$ cat config.mk
export PLATFORM = sky130hd
export DESIGN_NAME = sdl_interp
export DESIGN_NICKNAME = d
export VERILOG_FILES = /design/src/hw/rtl/sdl_pkg.sv /design/src/hw/rtl/sdl_interp.sv
export SDC_FILE = /design/constraint.sdc
export NUM_CORES = 1
export LEC_CHECK = 0
export ABC_AREA = 1
export BUFFER_PORTS_ARGS = -buffer_cell sky130_fd_sc_hd__buf_2
export CAP_MARGIN = 20
export CORE_MARGIN = 10
export CORE_UTILIZATION = 54
export DETAILED_ROUTE_END_ITERATION = 8
export GPL_ROUTABILITY_DRIVEN = 1
export PLACE_DENSITY = 0.79
export SLEW_MARGIN = 20
export SYNTH_ARGS = -nofsm -noshare
export SYNTH_HDL_FRONTEND = slang
export SYNTH_SLANG_ARGS = --single-unit
$ cat constraint.sdc
create_clock -name clk -period 1.7 [get_ports clk]
set_input_delay 0.34 -clock clk [delete_from_list [all_inputs] [get_ports clk]]
set_output_delay 0.34 -clock clk [all_outputs]
set_load 0.03 [all_outputs]
$ cat src/hw/rtl/sdl_pkg.sv
`timescale 1ns / 1ps

package sdl_pkg;

    localparam int ADDR_W      = 10;
    localparam int STORE_LEN   = 2 ** ADDR_W;
    localparam int LAT_CAP     = STORE_LEN - 1;
    localparam int SAMPLE_W    = 16;
    localparam int PAIR_W      = 2 * SAMPLE_W;
    localparam int FRAC_W      = 8;
    localparam int STEP_W      = 16;
    localparam int CFG_W       = 16;
    localparam int DIFF_W      = SAMPLE_W + 1;
    localparam int PROD_W      = DIFF_W + FRAC_W + 1;
    localparam int SHIFT_W     = PROD_W - FRAC_W;

    typedef logic signed [SAMPLE_W-1:0] sample_t;
    typedef logic [ADDR_W-1:0]          addr_t;

    typedef enum logic [0:0] {
        CFG_TARGET = 1'b0,
        CFG_STEP   = 1'b1
    } cfg_reg_t;

    typedef enum logic [1:0] {
        SRC_MEM,
        SRC_FWD,
        SRC_PREV,
        SRC_ZERO
    } src_t;

    typedef struct packed {
        logic              vld;
        src_t              src_out;
        src_t              src_a;
        src_t              src_b;
        sample_t           fwd;
        sample_t           prv;
        logic [FRAC_W-1:0] frac;
        addr_t             lat;
    } rd_stage_t;

    function automatic sample_t pick(input src_t src, input sample_t mem_data,
                                     input sample_t fwd, input sample_t prv);
        sample_t res;
        case (src)
            SRC_MEM:  res = mem_data;
            SRC_FWD:  res = fwd;
            SRC_PREV: res = prv;
            SRC_ZERO: res = '0;
            default:  res = '0;
        endcase
        return res;
    endfunction

endpackage

$ cat src/hw/rtl/sdl_interp.sv
`timescale 1ns / 1ps

module sdl_interp (
    input  logic                 clk,
    input  logic                 rst_n,
    input  logic                 advance,
    input  sdl_pkg::rd_stage_t   rd_stage,
    input  sdl_pkg::sample_t     d_out,
    input  sdl_pkg::sample_t     d_a,
    input  sdl_pkg::sample_t     d_b,
    output logic                 res_valid,
    output sdl_pkg::sample_t     res_out,
    output sdl_pkg::sample_t     res_tap,
    output sdl_pkg::addr_t       res_lat
);

    logic                               v2_reg, v2_next;
    sdl_pkg::sample_t                   out2_reg, out2_next;
    sdl_pkg::sample_t                   a2_reg, a2_next;
    logic signed [sdl_pkg::PROD_W-1:0]  prod2_reg, prod2_next;
    sdl_pkg::addr_t                     lat2_reg, lat2_next;

    logic                               v3_reg, v3_next;
    sdl_pkg::sample_t                   out3_reg, out3_next;
    sdl_pkg::sample_t                   tap3_reg, tap3_next;
    sdl_pkg::addr_t                     lat3_reg, lat3_next;

    sdl_pkg::sample_t                   a_s;
    sdl_pkg::sample_t                   b_s;
    logic signed [sdl_pkg::DIFF_W-1:0]  diff;
    logic signed [sdl_pkg::FRAC_W:0]    frac_s;
    logic signed [sdl_pkg::SHIFT_W-1:0] q_s;
    logic signed [sdl_pkg::SHIFT_W-1:0] sum_s;

    always_comb
    begin
        a_s    = sdl_pkg::pick(rd_stage.src_a, d_a, rd_stage.fwd, rd_stage.prv);
        b_s    = sdl_pkg::pick(rd_stage.src_b, d_b, rd_stage.fwd, rd_stage.prv);
        diff   = sdl_pkg::DIFF_W'(b_s) - sdl_pkg::DIFF_W'(a_s);
        frac_s = $signed({1'b0, rd_stage.frac});

        v2_next    = v2_reg;
        out2_next  = out2_reg;
        a2_next    = a2_reg;
        prod2_next = prod2_reg;
        lat2_next  = lat2_reg;
        if (advance)
        begin
            v2_next    = rd_stage.vld;
            out2_next  = sdl_pkg::pick(rd_stage.src_out, d_out, rd_stage.fwd, rd_stage.prv);
            a2_next    = a_s;
            prod2_next = sdl_pkg::PROD_W'(diff) * sdl_pkg::PROD_W'(frac_s);
            lat2_next  = rd_stage.lat;
        end

        q_s   = sdl_pkg::SHIFT_W'(prod2_reg >>> sdl_pkg::FRAC_W);
        sum_s = sdl_pkg::SHIFT_W'(a2_reg) + q_s;

        v3_next   = v3_reg;
        out3_next = out3_reg;
        tap3_next = tap3_reg;
        lat3_next = lat3_reg;
        if (advance)
        begin
            v3_next   = v2_reg;
            out3_next = out2_reg;
            tap3_next = sum_s[sdl_pkg::SAMPLE_W-1:0];
            lat3_next = lat2_reg;
        end
    end

    always_ff @(posedge clk or negedge rst_n)
    begin
        if (!rst_n)
        begin
            v2_reg <= 1'b0;
            v3_reg <= 1'b0;
        end
        else
        begin
            v2_reg <= v2_next;
            v3_reg <= v3_next;
        end
    end

    always_ff @(posedge clk)
    begin
        out2_reg  <= out2_next;
        a2_reg    <= a2_next;
        prod2_reg <= prod2_next;
        lat2_reg  <= lat2_next;
        out3_reg  <= out3_next;
        tap3_reg  <= tap3_next;
        lat3_reg  <= lat3_next;
    end

    assign res_valid = v3_reg;
    assign res_out   = out3_reg;
    assign res_tap   = tap3_reg;
    assign res_lat   = lat3_reg;

endmodule

==> summary.txt, run 1 <==
Timing
  – # setup viols final: 29
  – Highest clock rate: roughly 160 MHz
  – Max-slew violations: 0
  – Final hold slack: between 0.1 and 0.15 ns
  – Max transition margin: 0.466
  – Post-Route Setup TNS: -72.60 ns
  – Setup ws final: -4.46 ns
  – Tcrit/Tclk final: 3.62
  – Slew @ Worst Pin: between 0.8 and 0.9 ns
  – Worst clock skew: around 0.0074 ns
  – RSZ-0062 raised after global routing: true
  – Final Hold Fails: 0
  – Minimum clock period: about 6 ns

Critical path
  – CP required: 1.83 ns
  – Worst reg2reg path startpoint: prod2_reg[12]
  – Startpoint Class: input pin
  – Slowest stage delay, CP: 0.56 ns
  – CP arrival: 6.29 ns
  – CP dominant cell by count: nand2_1
  – Slowest CP cell: fa_1
  – R2r setup slk: -0.50 ns
  – RR Endpoint: res_tap[15]
  – CP Class: in2reg
  – Crit path max fanout: 6
  – Critical Path End Type: register
  – R2r worst-path depth: 8

Die
  – I/O Pins: approximately 150
  – Core area: between 15000 and 20000 um2
  – Die height: 159 um
  – DIE AREA: roughly 25000 um2
  – Core Rows: 50
  – Die X: ~160 um
  – Initial Util: 0.554

Drt
  – First-pass DRT Iterations: 9
  – WL final: roughly 45 mm
  – Vias per cell: 5.99
  – Remaining antenna violation count: 0
  – 1st-iter DRT viols: between 1500 and 2000
  – DRC viols: 0
  – WL/cell: around 23 um
  – Total number of vias: 11600

Global route
  – Global route total overflow: 0
  – Initial antenna violation count: 1
  – Largest net degree at the start of global routing: 70
  – Tot GR Track Use: 0.276
  – First-pass GRT wire length: around 57 mm
  – Number of global-route vias before repair: approximately 11000

Worst hold path
  – HP Start: rd_stage[9]
  – WHS Endpoint: lat2_reg[9]
  – Hold WC Path Type: in2reg
  – Hold Path Depth: 1

Place
  – Post-DP HPWL: around 26 mm
  – Final RePlAce weighted congestion: 0.963
  – Port-buffer cells: 150

Cells and area
  – Antenna diodes: 0
  – Multi-input gate area: 8070 um2
  – Util after Layout: 0.834
  – Nets@finish: just under 2000
  – Layout area overhead: 50.4%
  – Fillers: approximately 1000
  – Sequential Area: 3050 um2
  – Layout cells sized above 1: 0.456

CTS
  – Num CTS Buffers: 9
  – CTS H-tree depth: 3
  – Clk_lat worst skew: approximately 0.37 ns
  – Reg clk slew, reported paths: about 0.08 ns
  – CTS Root Cell: clkbuf_16
  – Maximum clock path buffer count: 2
  – Clk sinks: around 100
  – CTS tree: built

Logic synthesis
  – Ys async rst share: 0.0196
  – Number of synthesized register bits: ~100
  – Mapped cell area: 10500 um2
  – Synth Warn #: 0
  – Post-synthesis sequential area ratio: 0.292
  – Syn Nets: between 1500 and 2000
  – Avg Inst Size Synth: approximately 8.2 um2
  – Synth unique cells: between 40 and 50
  – Post-synth EDFFs: 100
  – Top FF cell, synth: edfxtp_1
  – Syn Inst Count: 1274

Outcome
  – Status: complete, but fails checks
  – Failing checks: negative setup slack

Flow run
  – Max cap viols: 0
## routing by layer
layer  vias to the layer above  part of all wire  routed length, um  global-route usage
met3                       430              0.11               5120              0.0449
li1                       4786                 -                  -                   -
met4                         0             0.097               4350               0.158
met2                      1051              0.47              21000               0.470
met1                      5372              0.32              14600               0.324
met5                         -                 0                  0                   0
## worst max-delay path: cells and delay by family
kind / cells / cell delay (ns)
fa+ha+maj: 6 / 2.69
compound gates: 2 / 0.34
simple gates: 15 / 1.93
buf+inv: 9 / 0.85
xor+xnor: 1 / 0.08
## cells in the mapped netlist (2+ instances only)
library cell | instances | area, um2
a21oi_1 | 62 | 310
o21bai_1 | 3 | 22.5
inv_2 | 8 | 30.0
clkinv_1 | 4 | 15.0
nor4_1 | 4 | 25.0
buf_2 | 2 | 10.0
nor2_4 | 2 | 22.5
nand4_1 | 2 | 12.5
nand3_1 | 79 | 395
o22ai_1 | 6 | 37.5
or2_1 | 7 | 43.8
nand3b_1 | 4 | 30.0
xor2_1 | 24 | 210
a21boi_0 | 2 | 15.0
nand2_2 | 9 | 56.3
nor3_1 | 15 | 75.1
a21oi_2 | 2 | 17.5
a221oi_1 | 3 | 26.3
o31ai_1 | 2 | 15.0
ha_1 | 74 | 926
clkbuf_1 | 17 | 63.8
o21ai_0 | 27 | 135
xnor2_1 | 11 | 96.3
or2_2 | 7 | 43.8
dfrtp_1 | 2 | 50.1
nor2_1 | 132 | 495
a21o_1 | 2 | 15.0
nand2_1 | 278 | 1040
xnor2_2 | 2 | 32.5
fa_1 | 104 | 2080
inv_1 | 265 | 995
edfxtp_1 | 100 | 3000
## how the worst max path moves through the flow
| stage | start | end | slack, ns |
|---|---|---|---|
| after floorplan | rd_stage[50] | prod2_reg[23] | -3.99 |
| after global placement | rd_stage[52] | prod2_reg[21] | -4.47 |
| after detailed placement | rd_stage[52] | prod2_reg[21] | -4.57 |
| after CTS | rd_stage[52] | prod2_reg[19] | -3.84 |
| after global routing | rd_stage[52] | prod2_reg[23] | -4.63 |
| final | rd_stage[52] | prod2_reg[23] | -4.46 |
## final cells by class
| cell class | instances | share of cell area |
|---|---|---|
| repair buffers | 412 | 0.184 |
| clock buffers | 9 | 0.0143 |
| well taps | 260 | 0.0207 |
| clock inverters | 7 | 0.00548 |
| inverters | 277 | 0.0689 |
| multi-input cells | 875 | 0.513 |
| flip-flops and latches | 102 | 0.194 |
## repair_timing
action,CTS,global route
hold buffers,1,0
setup endpoints to repair,27,29
gates resized for setup,182,161
hold endpoints to repair,2,0
setup buffers,48,32
pin swaps,138,139
## stage by stage
step	setup WS, ns	cells	area [um2]
6_report	-4.46	1942	15800
3_5_place_dp	-4.57	1848	13400
4_1_cts	-3.84	1911	14900
2_1_floorplan	-3.99	1274	11100
3_3_place_gp	-4.47	1848	13400
5_1_grt	-4.63	1942	15800
## cell families after synthesis
group	count (synthesis)	synth area share
simple gates	544	0.218
buf+inv	297	0.107
fa+ha+maj	178	0.287
compound gates	116	0.0633
flops	102	0.292
xor+xnor	37	0.0324
## cells in the final DEF, fill, tap and decap left out, types with 24 or more instances in the layout
master    instances
a21oi_2          25
buf_2           147
buf_4           233
edfxtp_1        100
fa_1             97
ha_1             32
ha_4             41
inv_1           214
inv_2            46
nand2_1         214
nand2_2          48
nand2_4          24
nand3_1          52
nor2_1          104
Power of run 1 is not shown: default switching activity piles up to over one toggle a cycle in this logic, so the estimate is an artifact.
==> run 2: changes to the inputs <==
- CORE_ASPECT_RATIO: default -> 0.5
- CTS_CLUSTER_SIZE: default -> 20
==> run 2 against run 1 <==
Clock skew up 0.0028 ns. Via count down 1.9%. Cell area up 2.0%. Flip-flop and latch count unchanged. The flow finishes with violations (design-rule violations, negative setup slack). First-iteration DRC count up 8.4%. Global-route usage up 2.0 points. Routed wire length down 4.9%.
==> summary.txt, run 2 (same netlist as run 1, synthesis figures left out) <==
Global route
  – Largest net degree at the start of global routing: 66
  – Tot GR Track Use: 0.295
  – First-pass GRT wire length: between 60 and 70 mm
  – Global route total overflow: 0
  – Number of global-route vias before repair: roughly 11000
  – Initial antenna violation count: 1

Critical path
  – Startpoint Class: input pin
  – Critical Path End Type: register
  – CP required: 1.90 ns
  – Crit path max fanout: 7
  – R2r setup slk: -0.42 ns
  – Slowest CP cell: fa_1
  – CP Class: in2reg
  – CP arrival: ~6 ns
  – CP dominant cell by count: fa_1
  – R2r worst-path depth: 9
  – Slowest stage delay, CP: 0.52 ns

Place
  – Final RePlAce weighted congestion: approximately 0.96
  – Post-DP HPWL: approximately 28 mm
  – Port-buffer cells: 150

Timing
  – Max transition margin: 0.279
  – # setup viols final: 29
  – Highest clock rate: 170 MHz
  – Setup ws final: -4.17 ns
  – Worst clock skew: between 0.01 and 0.015 ns
  – RSZ-0062 raised after global routing: true
  – Max-slew violations: 0
  – Final Hold Fails: 0
  – Slew @ Worst Pin: approximately 1.1 ns
  – Post-Route Setup TNS: -68.49 ns
  – Minimum clock period: about 5.9 ns
  – Tcrit/Tclk final: 3.45

Die
  – Core Rows: 35
  – Die height: about 120 um
  – I/O Pins: 151
  – Die X: approximately 220 um
  – DIE AREA: ~26000 um2
  – Core area: 18700 um2
  – Initial Util: 0.560

Drt
  – Remaining antenna violation count: 0
  – First-pass DRT Iterations: 9
  – DRC viols: 2
  – Total number of vias: ~11000
  – WL/cell: roughly 22 um
  – 1st-iter DRT viols: between 1500 and 2000
  – WL final: roughly 43 mm
  – Vias per cell: about 5.9

Outcome
  – Status: complete, but fails checks
  – Failing checks: design-rule violations, negative setup slack

Cells and area
  – Layout cells sized above 1: 0.464
  – Antenna diodes: 0
  – Layout area overhead: 53.4%
  – Nets@finish: approximately 2000
  – Most frequent cells in the layout: inv_1, buf_4, nand2_1
  – Most common cell after layout, fill and taps aside: inv_1

Worst hold path
  – Hold Path Depth: 1
  – Hold WC Path Type: in2reg

CTS
  – Reg clk slew, reported paths: roughly 0.08 ns
  – CTS H-tree depth: 3
  – Clk_lat worst skew: 0.35 ns
  – Maximum clock path buffer count: 2
  – Num CTS Buffers: 9
  – Clk sinks: roughly 100
  – CTS tree: built
  – CTS Root Cell: clkbuf_16

Flow run
  – Max cap viols: 0
[run 2: area by class of cell]
type / instances / area (um2)
inverter: 277 / 1090
fill: 894 / 2640
multi-input combinational: 875 / 8200
clock buffer: 9 / 225
tap: 259 / 324
clock inverter: 7 / 75.1
sequential: 102 / 3050
timing repair inverter: 2 / 11.3
timing repair buffer: 417 / 3080
[run 2: worst max-delay path, delay by kind of cell]
kind | cells | cell delay [ns]
compound gates | 4 | 0.72
buf+inv | 9 | 0.98
fa+ha+maj | 6 | 2.65
simple gates | 10 | 1.15
xor+xnor | 1 | 0.18
[run 2: per-layer routing]
metal,GRT usage,vias to the layer above,part of all wire
met4,0.117,2,0.063
met3,0.0634,273,0.12
li1,-,4788,-
met5,0,-,0.00021
met2,0.491,939,0.46
met1,0.369,5411,0.35
[run 2: worst paths after layout]
| check | start | endpoint |
|---|---|---|
| worst max-delay path | rd_stage[51] | prod2_reg[22] |
| worst min-delay path | rd_stage[9] | lat2_reg[9] |
| worst max register to register | prod2_reg[10] | res_tap[5] |
| worst min register to register | out2_reg[11] | res_out[11] |
| max in group asynchronous | rst_n | v2_reg |
| min in group asynchronous | rst_n | res_valid |
[run 2: stage by stage]
step           cell area, um2  setup slack, ns  instances  utilization  hold WS, ns
4_1_cts                 15500            -3.90       1929        0.826        0.162
2_1_floorplan           11100            -3.99       1274            -       0.0444
3_5_place_dp            13600            -4.62       1863        0.728        0.128
3_3_place_gp            13600            -4.60       1863        0.728        0.125
5_1_grt                 16100            -4.29       1948        0.859        0.167
6_report                16100            -4.17       1948        0.859        0.164
[run 2: what timing repair did]
item                                    CTS  global route
buffers inserted                         49            25
gates cloned                              3             0
hold buffers                              1             0
endpoints found under the setup margin   28            29
pin swaps                               150           102
endpoints found under the hold margin     2             0
resized for setup                       271           118
Power of run 2 is left out for the same reason.
